==> config.mk <==
export PLATFORM = sky130hd
export DESIGN_NAME = keystroke_macro_player
export DESIGN_NICKNAME = d
export VERILOG_FILES = /design/src/rtl/kmp_pkg.sv /design/src/rtl/kmp_cfg.sv /design/src/rtl/kmp_ctrl.sv /design/src/rtl/kmp_obuf.sv /design/src/rtl/keystroke_macro_player.sv
export SDC_FILE = /design/constraint.sdc
export NUM_CORES = 1
export LEC_CHECK = 0
export ABC_AREA = 1
export BUFFER_PORTS_ARGS = -buffer_cell sky130_fd_sc_hd__buf_4
export CORE_ASPECT_RATIO = 0.75
export CORE_MARGIN = 4
export CORE_UTILIZATION = 51
export DETAILED_ROUTE_END_ITERATION = 10
export GPL_ROUTABILITY_DRIVEN = 0
export PLACE_DENSITY = 0.77
export REMOVE_ABC_BUFFERS = 1
export SLEW_MARGIN = 30
export SYNTH_ARGS = -nofsm -noshare
export SYNTH_HDL_FRONTEND = slang
export SYNTH_SLANG_ARGS = --single-unit
export TNS_END_PERCENT = 30
==> constraint.sdc <==
create_clock -name clk -period 1.63 [get_ports clk]
set_input_delay 0.0815 -clock clk [delete_from_list [all_inputs] [get_ports clk]]
set_output_delay 0.0815 -clock clk [all_outputs]
set_load 0.005 [all_outputs]
==> src/rtl/kmp_pkg.sv <==
// Package with shared types, codes and the macro sequence table of the keystroke macro player.
package kmp_pkg;

    localparam int SEQ_DEPTH_DEFAULT = 16;

    localparam logic [8:0]  DELAY_RESET   = 9'd50;
    localparam logic [9:0]  TRIGGER_RESET = 10'd8;
    localparam logic        ENABLE_RESET  = 1'b1;

    localparam logic [4:0]  EVENT_TYPE_KEY = 5'd1;

    typedef enum logic [1:0] {
        CFG_ENABLE  = 2'd0,
        CFG_DELAY   = 2'd1,
        CFG_TRIGGER = 2'd2
    } cfg_index_t;

    typedef enum logic {
        OP_KEY  = 1'b0,
        OP_TICK = 1'b1
    } op_t;

    typedef enum logic [1:0] {
        KEY_RELEASE = 2'd0,
        KEY_PRESS   = 2'd1
    } key_value_t;

    typedef struct packed {
        logic       enable;
        logic [8:0] delay_ticks;
        logic [9:0] trigger_code;
    } cfg_t;

    typedef struct packed {
        logic       swallow;
        logic       emit_valid;
        logic [7:0] emit_code;
        logic       emit_pressed;
    } result_t;

    // Stored macro codes; entries past the initial list are zero.
    function automatic logic [7:0] seq_code(input logic [7:0] idx);
        logic [7:0] code;
        case (idx)
            8'd0:    code = 8'h23;
            8'd1:    code = 8'h12;
            8'd2:    code = 8'h26;
            8'd3:    code = 8'h26;
            8'd4:    code = 8'h18;
            8'd5:    code = 8'h39;
            8'd6:    code = 8'h11;
            8'd7:    code = 8'h18;
            8'd8:    code = 8'h13;
            8'd9:    code = 8'h26;
            8'd10:   code = 8'h20;
            default: code = 8'h00;
        endcase
        return code;
    endfunction

endpackage

==> src/rtl/kmp_cfg.sv <==
// Configuration register bank of the keystroke macro player.
module kmp_cfg
    import kmp_pkg::*;
(
    input  logic       clk,
    input  logic       rst_n,
    input  logic       cfg_valid,
    output logic       cfg_ready,
    input  logic [1:0] cfg_index,
    input  logic [9:0] cfg_data,
    output cfg_t       cfg
);

    cfg_t cfg_reg;
    cfg_t cfg_next;

    assign cfg_ready = 1'b1;

    always_comb
    begin
        cfg_next = cfg_reg;
        if (cfg_valid && cfg_ready)
        begin
            case (cfg_index)
                CFG_ENABLE:  cfg_next.enable       = cfg_data[0];
                CFG_DELAY:   cfg_next.delay_ticks  = cfg_data[8:0];
                CFG_TRIGGER: cfg_next.trigger_code = cfg_data;
                default:     cfg_next = cfg_reg;
            endcase
        end
    end

    always_ff @(posedge clk or negedge rst_n)
    begin
        if (!rst_n)
        begin
            cfg_reg.enable       <= ENABLE_RESET;
            cfg_reg.delay_ticks  <= DELAY_RESET;
            cfg_reg.trigger_code <= TRIGGER_RESET;
        end
        else
        begin
            cfg_reg <= cfg_next;
        end
    end

    assign cfg = cfg_reg;

endmodule

==> src/rtl/kmp_ctrl.sv <==
// Playback state and per-beat result logic of the keystroke macro player.
module kmp_ctrl
    import kmp_pkg::*;
#(
    parameter int SEQ_DEPTH = SEQ_DEPTH_DEFAULT
)
(
    input  logic       clk,
    input  logic       rst_n,
    input  cfg_t       cfg,
    input  logic       accept,
    input  logic       operation,
    input  logic [4:0] event_type,
    input  logic [9:0] key_code,
    input  logic [1:0] key_value,
    output result_t    res
);

    localparam int PosW = $clog2(SEQ_DEPTH + 1);
    localparam int IdxW = (SEQ_DEPTH > 1) ? $clog2(SEQ_DEPTH) : 1;

    logic            busy_reg;
    logic            busy_next;
    logic            release_next_reg;
    logic            release_next_next;
    logic [PosW-1:0] position_reg;
    logic [PosW-1:0] position_next;
    logic [8:0]      remaining_reg;
    logic [8:0]      remaining_next;

    logic            trigger_hit;
    logic            in_range;
    logic [IdxW-1:0] seq_idx;
    logic [7:0]      seq_key;

    assign trigger_hit = cfg.enable && (event_type == EVENT_TYPE_KEY) && !busy_reg
                         && (key_code == cfg.trigger_code);
    assign in_range    = position_reg < PosW'(SEQ_DEPTH);
    assign seq_idx     = position_reg[IdxW-1:0];
    assign seq_key     = in_range ? seq_code(8'(seq_idx)) : 8'h00;

    always_comb
    begin
        busy_next         = busy_reg;
        release_next_next = release_next_reg;
        position_next     = position_reg;
        remaining_next    = remaining_reg;
        res               = '0;
        if (operation == OP_KEY)
        begin
            if (trigger_hit)
            begin
                case (key_value)
                    KEY_RELEASE:
                    begin
                        busy_next         = 1'b1;
                        release_next_next = 1'b0;
                        position_next     = '0;
                        remaining_next    = '0;
                        res.swallow       = 1'b1;
                    end
                    KEY_PRESS:
                    begin
                        res.swallow = 1'b1;
                    end
                    default:
                    begin
                        res.swallow = 1'b0;
                    end
                endcase
            end
        end
        else if (busy_reg)
        begin
            if (remaining_reg > 9'd1)
            begin
                remaining_next = remaining_reg - 9'd1;
            end
            else if (seq_key == 8'h00)
            begin
                remaining_next    = '0;
                busy_next         = 1'b0;
                release_next_next = 1'b0;
            end
            else
            begin
                res.emit_valid   = 1'b1;
                res.emit_code    = seq_key;
                res.emit_pressed = !release_next_reg;
                remaining_next   = cfg.delay_ticks;
                if (!release_next_reg)
                begin
                    release_next_next = 1'b1;
                end
                else
                begin
                    release_next_next = 1'b0;
                    position_next     = position_reg + PosW'(1);
                end
            end
        end
    end

    always_ff @(posedge clk or negedge rst_n)
    begin
        if (!rst_n)
        begin
            busy_reg         <= 1'b0;
            release_next_reg <= 1'b0;
            position_reg     <= '0;
            remaining_reg    <= '0;
        end
        else if (accept)
        begin
            busy_reg         <= busy_next;
            release_next_reg <= release_next_next;
            position_reg     <= position_next;
            remaining_reg    <= remaining_next;
        end
    end

    // A tick never starts playback.
    a_tick_idle: assert property (@(posedge clk) disable iff (!rst_n)
        accept && (operation == OP_TICK) && !busy_reg |=> !busy_reg)
        else $error("tick started playback");

    // Playback begins only from an accepted key event beat.
    a_start_key: assert property (@(posedge clk) disable iff (!rst_n)
        $rose(busy_reg) |-> $past(accept && (operation == OP_KEY)))
        else $error("playback started without a key event");

    // A pending release exists only during playback.
    a_release_busy: assert property (@(posedge clk) disable iff (!rst_n)
        release_next_reg |-> busy_reg)
        else $error("pending release while idle");

    // Synthetic events and swallowing never share a beat.
    a_emit_excl: assert property (@(posedge clk) disable iff (!rst_n)
        res.emit_valid |-> !res.swallow && busy_reg)
        else $error("emit on a key event or while idle");

endmodule

==> src/rtl/kmp_obuf.sv <==
// Result register between the playback logic and the output channel.
module kmp_obuf
    import kmp_pkg::*;
(
    input  logic    clk,
    input  logic    rst_n,
    input  logic    accept,
    input  result_t res,
    input  logic    out_stall,
    output logic    out_valid,
    output logic    in_stall,
    output result_t out_res
);

    logic    valid_reg;
    logic    valid_next;
    result_t res_reg;

    assign in_stall   = valid_reg && out_stall;
    assign valid_next = accept || (valid_reg && out_stall);

    always_ff @(posedge clk or negedge rst_n)
    begin
        if (!rst_n)
        begin
            valid_reg <= 1'b0;
        end
        else
        begin
            valid_reg <= valid_next;
        end
    end

    always_ff @(posedge clk)
    begin
        if (accept)
        begin
            res_reg <= res;
        end
    end

    assign out_valid = valid_reg;
    assign out_res   = res_reg;

endmodule

==> src/rtl/keystroke_macro_player.sv <==
// Top level of the keystroke macro player.
// Each accepted input beat's result is registered and shown on the output in the next cycle.
// One item per cycle if out_stall is low; the single result register refills as it drains.
// The macro sequence is a constant table, so no clearing pass follows reset.
// Reset: playback idle, output empty, enable 1, delay 50 ticks, trigger code 8.
// Configuration writes are taken in every cycle.
module keystroke_macro_player
    import kmp_pkg::*;
#(
    parameter int SEQ_DEPTH = SEQ_DEPTH_DEFAULT
)
(
    input  logic       clk,
    input  logic       rst_n,
    input  logic       in_valid,
    output logic       in_stall,
    input  logic       operation,
    input  logic [4:0] event_type,
    input  logic [9:0] key_code,
    input  logic [1:0] key_value,
    output logic       out_valid,
    input  logic       out_stall,
    output logic       swallow,
    output logic       emit_valid,
    output logic [7:0] emit_code,
    output logic       emit_pressed,
    input  logic       cfg_valid,
    output logic       cfg_ready,
    input  logic [1:0] cfg_index,
    input  logic [9:0] cfg_data
);

    cfg_t    cfg;
    result_t res;
    result_t out_res;
    logic    accept;

    assign accept = in_valid && !in_stall;

    kmp_cfg u_cfg (
        .clk       (clk),
        .rst_n     (rst_n),
        .cfg_valid (cfg_valid),
        .cfg_ready (cfg_ready),
        .cfg_index (cfg_index),
        .cfg_data  (cfg_data),
        .cfg       (cfg)
    );

    kmp_ctrl #(
        .SEQ_DEPTH (SEQ_DEPTH)
    ) u_ctrl (
        .clk        (clk),
        .rst_n      (rst_n),
        .cfg        (cfg),
        .accept     (accept),
        .operation  (operation),
        .event_type (event_type),
        .key_code   (key_code),
        .key_value  (key_value),
        .res        (res)
    );

    kmp_obuf u_obuf (
        .clk       (clk),
        .rst_n     (rst_n),
        .accept    (accept),
        .res       (res),
        .out_stall (out_stall),
        .out_valid (out_valid),
        .in_stall  (in_stall),
        .out_res   (out_res)
    );

    assign swallow      = out_res.swallow;
    assign emit_valid   = out_res.emit_valid;
    assign emit_code    = out_res.emit_code;
    assign emit_pressed = out_res.emit_pressed;

endmodule
# [Yosys cells after proc, flatten, opt, wreduce, memory -nomap -nowiden]
# Memories as Yosys holds them, arrays and structs flattened.
# Index checks and enable logic that the tools add are counted.
# Widths: inputs -> output; s select.
[classes] n_addsub=2 multipliers=0 div=0 order_cmp=2 eq_ne=9 shift=0 mux=29 bitwise_logic=3 n_reduce_logical=25
[op_table] cell="$mux 9" count=6
[op_table] cell="$mux 5" count=7
[op_table] cell="$mux 1" count=14
[op_table] cell="$eq 10x10->1" count=1
[op_table] cell="$mux 10" count=1
[op_table] cell="$gt 9x1->1 const B" count=1
[op_table] cell="$sub 9x1->9 const B" count=1
[op_table] cell="$logic_not 8->1" count=1
[op_table] cell="$mux 8" count=1
[op_table] cell="$reduce_and 7->1" count=1
[op_table] cell="$reduce_and 2->1" count=3
[op_table] cell="$add 5x1->5 const B" count=1
[op_table] cell="$eq 5x1->1 const B" count=1
[op_table] cell="$logic_and 1x1->1" count=5
[op_table] cell="$lt 5x5->1 const B" count=1
[op_table] cell="$reduce_and 5->1" count=1
[op_table] cell="$eq 2x1->1 const B" count=2
[op_table] cell="$logic_not 2->1" count=2
[op_table] cell="$ne 2x1->1 const B" count=2
[op_table] cell="$ne 2x2->1 const B" count=2
[op_table] cell="$reduce_and 4->1" count=1
[op_table] cell="$reduce_bool 2->1" count=2
[op_table] cell="$reduce_or 2->1" count=2
[op_table] cell="$reduce_or 4->1" count=1
[op_table] cell="6 further kinds" count=10
[word_totals] register_bits=48 latchBits=0 ram_bits=0 romBits=96 memories=1
[mem_list] name="(no name shown)" depth=16 width=6 read_ports=1 rd_ports_with_merged_regs=0 wr=0 line_no="kmp_pkg.sv:44" source="case (idx)"

# [Longest topological paths before layout]
[depth] ltp_word=7 mapped_depth=13 mapped_depth_nobuf=13

# [Hierarchy]
# From an unflattened synthesis, not the netlist that was laid out.
[unflattened] hier_cells=385 hier_area_um2=3016.6
[modules_own_cells] mod="kmp_ctrl" n_inst=1 cells_per_inst=273 area_per_inst_um2=1751.7 seq_area_each_um2=400.4
[modules_own_cells] mod="kmp_cfg" n_inst=1 cells_per_inst=94 area_per_inst_um2=884.6 seq_area_each_um2=506.7
[modules_own_cells] mod="kmp_obuf" n_inst=1 cells_per_inst=16 area_per_inst_um2=370.4 seq_area_each_um2=355.3
[modules_own_cells] mod="keystroke_macro_player" n_inst=1 cells_per_inst=2 area_per_inst_um2=10.0 seq_area_each_um2=0.0

# [Worst setup path after synthesis]
# No wires, ideal clock.
[synth_timing] path_kind="register to register" start="register u_ctrl.position_reg[0]" end="register u_obuf.res_reg, in the netlist u_obuf.out_res[5], data pin" setup_ns=0.150 t_arrival_ns=1.507 t_required_ns=1.480 path_slack_ns=-0.027 path_stages_with_launch=11 path_buffers=0 period_less_slack_ns=1.657 cell_sequence="dfrtp_1 inv_1 ha_1 nand3_1 nand2_1 nand2_1 nand2_2 inv_2 a21oi_2 nand3_2 nor3_2"
[synth_between] elab_chain_len=4 word_cells_on_any_way=5 classes_between="order compare: 1; mux: 1; reduce/logical: 2; memory: 1"
[synth_rtl] item="start: declaration" line_no="kmp_ctrl.sv:26" source="logic [PosW-1:0] position_reg;"
[synth_rtl] item="start signal: assignment" line_no="kmp_ctrl.sv:117" source="position_reg <= position_next;"
[synth_rtl] item="$mem_v2 16x6 or $lt 5x5->1 (tied branches)"
[synth_rtl] item="$mux 8 (*)" line_no="kmp_ctrl.sv:40" source="assign seq_key = in_range ? seq_code(8'(seq_idx)) : 8'h00;"
[synth_rtl] item="$logic_not 8->1" line_no="kmp_ctrl.sv:79" source="else if (seq_key == 8'h00)"
[synth_rtl] item="$reduce_or 4->1 (no source line)"
[synth_rtl] item="end signal: assignment" line_no="kmp_obuf.sv:38" source="res_reg <= res;"
[synth_rtl] item="end: declaration" line_no="kmp_obuf.sv:17" source="result_t res_reg;"
# Mark *: on every way between the ends. The rest lies on a longest branch, timed or not.
# A chain may end at the register's enable or synchronous reset.

# [Final worst setup path]
[layout_timing] start="register u_ctrl.position_reg[1]" end="register u_ctrl.busy_reg"
[layout_between] elab_chain_len=7 word_cells_on_any_way=8 classes_between="order compare: 1; mux: 5; reduce/logical: 1; memory: 1"
[layout_rtl] item="$mem_v2 16x6 or $lt 5x5->1 (tied branches)"
[layout_rtl] item="$mux 8 (*)" line_no="kmp_ctrl.sv:40"
[layout_rtl] item="$logic_not 8->1 (*)" line_no="kmp_ctrl.sv:79"
[layout_rtl] item="$mux 1 (*)" line_no="kmp_ctrl.sv:79"
[layout_rtl] item="$mux 1 (*)" line_no="kmp_ctrl.sv:75" source="if (remaining_reg > 9'd1)"
[layout_rtl] item="$mux 1 (*)" line_no="kmp_ctrl.sv:73" source="else if (busy_reg)"
[layout_rtl] item="$mux 1 (*)" line_no="kmp_ctrl.sv:49" source="if (operation == OP_KEY)"
[layout_rtl] item="end signal: assignment" line_no="kmp_ctrl.sv:115" source="busy_reg <= busy_next;"
[layout_rtl] item="end: declaration" line_no="kmp_ctrl.sv:22" source="logic busy_reg;"
# Marked as above.

==> flow_metrics.env <==
export IMPL_outcome="complete, but fails checks"
export IMPL_violations="setup timing"
export IMPL_ys_top_cells_by_area="dfrtp_1, nand2_1, edfxtp_1"
export IMPL_synth_top_cell_area_share_pct=28.6
export IMPL_synthArstFlopShare_pct=80.4
export IMPL_power_density_nw_per_um2=1530
export IMPL_cts_max_level=2
export IMPL_die_x_um=93.5
export IMPL_max_vdd_ir_drop_mv=1.07
export IMPL_hold_violations=0
export IMPL_synth_edf_count=9
export IMPL_die_y_um=72.1
export IMPL_slew_viol_final=0
export IMPL_clkLatencyLatePin_ns=0.30
export IMPL_io_pins=49
export IMPL_initialDrtViolationCount=137
export IMPL_dp_hpwl_mm=4.69
export IMPL_worstMarginPinSlew_ns=0.574
export IMPL_vias_per_cell=4.89
export IMPL_overflow=0
export IMPL_relSlewSlack_pct=61.6
export IMPL_final_layout_size_suffix_gt1_share_pct=36.2
export IMPL_grt_pass1_vias=2502
export IMPL_via_count=2490
export IMPL_yosysTopAreaCell="dfrtp_1"
export IMPL_grt_max_degree=38
export IMPL_place_inst=489
export IMPL_synth_cell_types=37
export IMPL_netlist_instances=359
export IMPL_syn2layout_area_growth_pct=35.1
export IMPL_cap_viol_max_count=0
export IMPL_slowest_stage="dfrtp_1"
export IMPL_critPathKind="reg -> reg"
export IMPL_yosysMostFrequentCell="nand2_1"
export IMPL_ys_ff_latch=46
export IMPL_final_cells=509
export IMPL_setup_ws_ns=-0.104
export IMPL_setup_tns_ns=-1.58
export IMPL_largest_register_ffs=20
export IMPL_netlist_area_um2=2800
export IMPL_coreArea_um2=5320
export IMPL_leakage_nw=1.90
export IMPL_crit_required_ns=1.82
export IMPL_period_share_pct=106
export IMPL_cts_sinks=46
export IMPL_dr_pass1_iters=4
export IMPL_diodes=0
export IMPL_root_buffer="clkbuf_8"
export IMPL_dieArea_um2=6750
export IMPL_clk_transition_reported_paths_ns=0.09
export IMPL_power_mw=5.79
export IMPL_final_area_um2=3780
export IMPL_routed_wl_mm=6.80
export IMPL_setup_viol=24
export IMPL_grt_use_total_pct=20.1
export IMPL_crit_path_max_incr_delay_ns=0.42
export IMPL_holdCritPathClass="in -> reg"
export IMPL_rsz0062_at_grt="true"
export IMPL_ys_warn_count=0
export IMPL_port_buffers=45
export IMPL_wire_per_inst_um=13.4
export IMPL_crit_chain="inv_4 -> ha_4 -> inv_2 -> nand2_2 -> nand3_2 -> nand3_2 -> nor2_4 -> nand3_4 -> buf_4 -> a21oi_1 -> o21ai_1"
export IMPL_layout_nets=475
export IMPL_initial_core_util_pct=52.5
export IMPL_grt_pass1_wl_mm=10.8
export IMPL_antenna_left=0
export IMPL_critPathLaunchType="flip-flop"
export IMPL_whs_ns=0.00371
export IMPL_synth_ff_type="dfrtp_1"
export IMPL_clockBufferDepth=2
export IMPL_rows=23
export IMPL_critPathMostFrequentCell="nand3_2"
export IMPL_cts_buffers=5
export IMPL_critPathCaptureType="flip-flop"
export IMPL_postLayoutCoreUtil_pct=71.0
export IMPL_skew_ns=0.00738
export IMPL_placed_cell_area_um2=3320
export IMPL_synth_common_cells="nand2_1, inv_1, dfrtp_1"
export IMPL_yosysSeqAreaShare_pct=43.0
export IMPL_dpl_worst_slack_ns=-0.192
export IMPL_cts_tree="yes"
export IMPL_fillers=417
export IMPL_fin_crit_ns=1.73
export IMPL_critPathMaxFanout=4
export IMPL_fmax_mhz=577
export IMPL_drcViolationCount=0
export IMPL_synth_area_per_cell_um2=7.79
export IMPL_antenna_found_initial=0
export IMPL_cp_arrival_ns=1.93
==> routing by layer <==
metal | vias to the layer above | part of all wire [%] | global-route usage [%]
met5 | - | 0 | 0
met3 | 6 | 4.6 | 4.46
met1 | 1164 | 44 | 24.4
li1 | 1267 | - | -
met2 | 53 | 50 | 36.0
met4 | 0 | 0.71 | 6.02
==> worst paths after layout <==
path                                         from  slack (ns)  cells past startpoint                       to
setup / recovery           u_ctrl.position_reg[1]       -0.10                     11          u_ctrl.busy_reg
hold / removal                          out_stall       0.004                      3         u_obuf.out_valid
setup reg to reg           u_ctrl.position_reg[1]       -0.10                     11          u_ctrl.busy_reg
hold reg to reg                     u_cfg.cfg[14]        0.50                      2            u_cfg.cfg[14]
max in group asynchronous                   rst_n        0.99                      2            u_cfg.cfg[19]
min in group asynchronous                   rst_n        0.27                      2  u_ctrl.remaining_reg[0]
==> layout make-up <==
class                           instances  area (µm²)  share of cell area (%)
Timing Repair Buffer                   76         612                    16.2
Tap cell                               75        93.8                    2.48
Inverter                               55         224                    5.93
Multi-Input combinational cell        249        1510                    40.0
Sequential cell                        46        1200                    31.9
Clock inverter                          3        63.8                    1.69
Clock buffer                            5        68.8                    1.82
==> cell usage in the layout (no fill, tap or decap), types with 10 or more instances in the layout <==
cell / instances
nand3_2: 11
o21ai_0: 20
buf_4: 69
nand2_1: 94
inv_1: 43
dfrtp_1: 30
nand2_2: 13
nor2_1: 24
nand3_1: 17
a21oi_1: 10
==> timing repair <==
action | in CTS | in global routing
setup buffers | 5 | 5
resized for setup | 19 | 35
pin swaps | 7 | 14
hold endpoints to repair | 33 | 0
hold buffers | 2 | 0
endpoints found under the setup margin | 23 | 24
==> power breakdown <==
part           internal, mW  total, mW  switching [mW]
clock                 0.607       1.00           0.396
combinational          1.36       3.07            1.71
sequential             1.45       1.72           0.271
==> logic make-up after synthesis <==
| family | Yosys count | share of synthesized area (%) |
|---|---|---|
| AOI/OAI and AO/OA | 44 | 9.26 |
| and+or+nand+nor | 184 | 30.5 |
| buffers and inverters | 65 | 10.4 |
| other | 2 | 0.268 |
| xor gates and xnor gates | 11 | 3.44 |
| adders and majority gates | 7 | 3.13 |
| DFF | 46 | 43.0 |
==> worst max-delay path: cells and delay by family, from the launching register on <==
family                     cells  cell delay (ns)
and+or+nand+nor                5             0.57
DFF                            1             0.42
buffers and inverters          3             0.29
AOI/OAI and AO/OA              2             0.18
adders and majority gates      1             0.17
(Power assumes the default switching activity.)
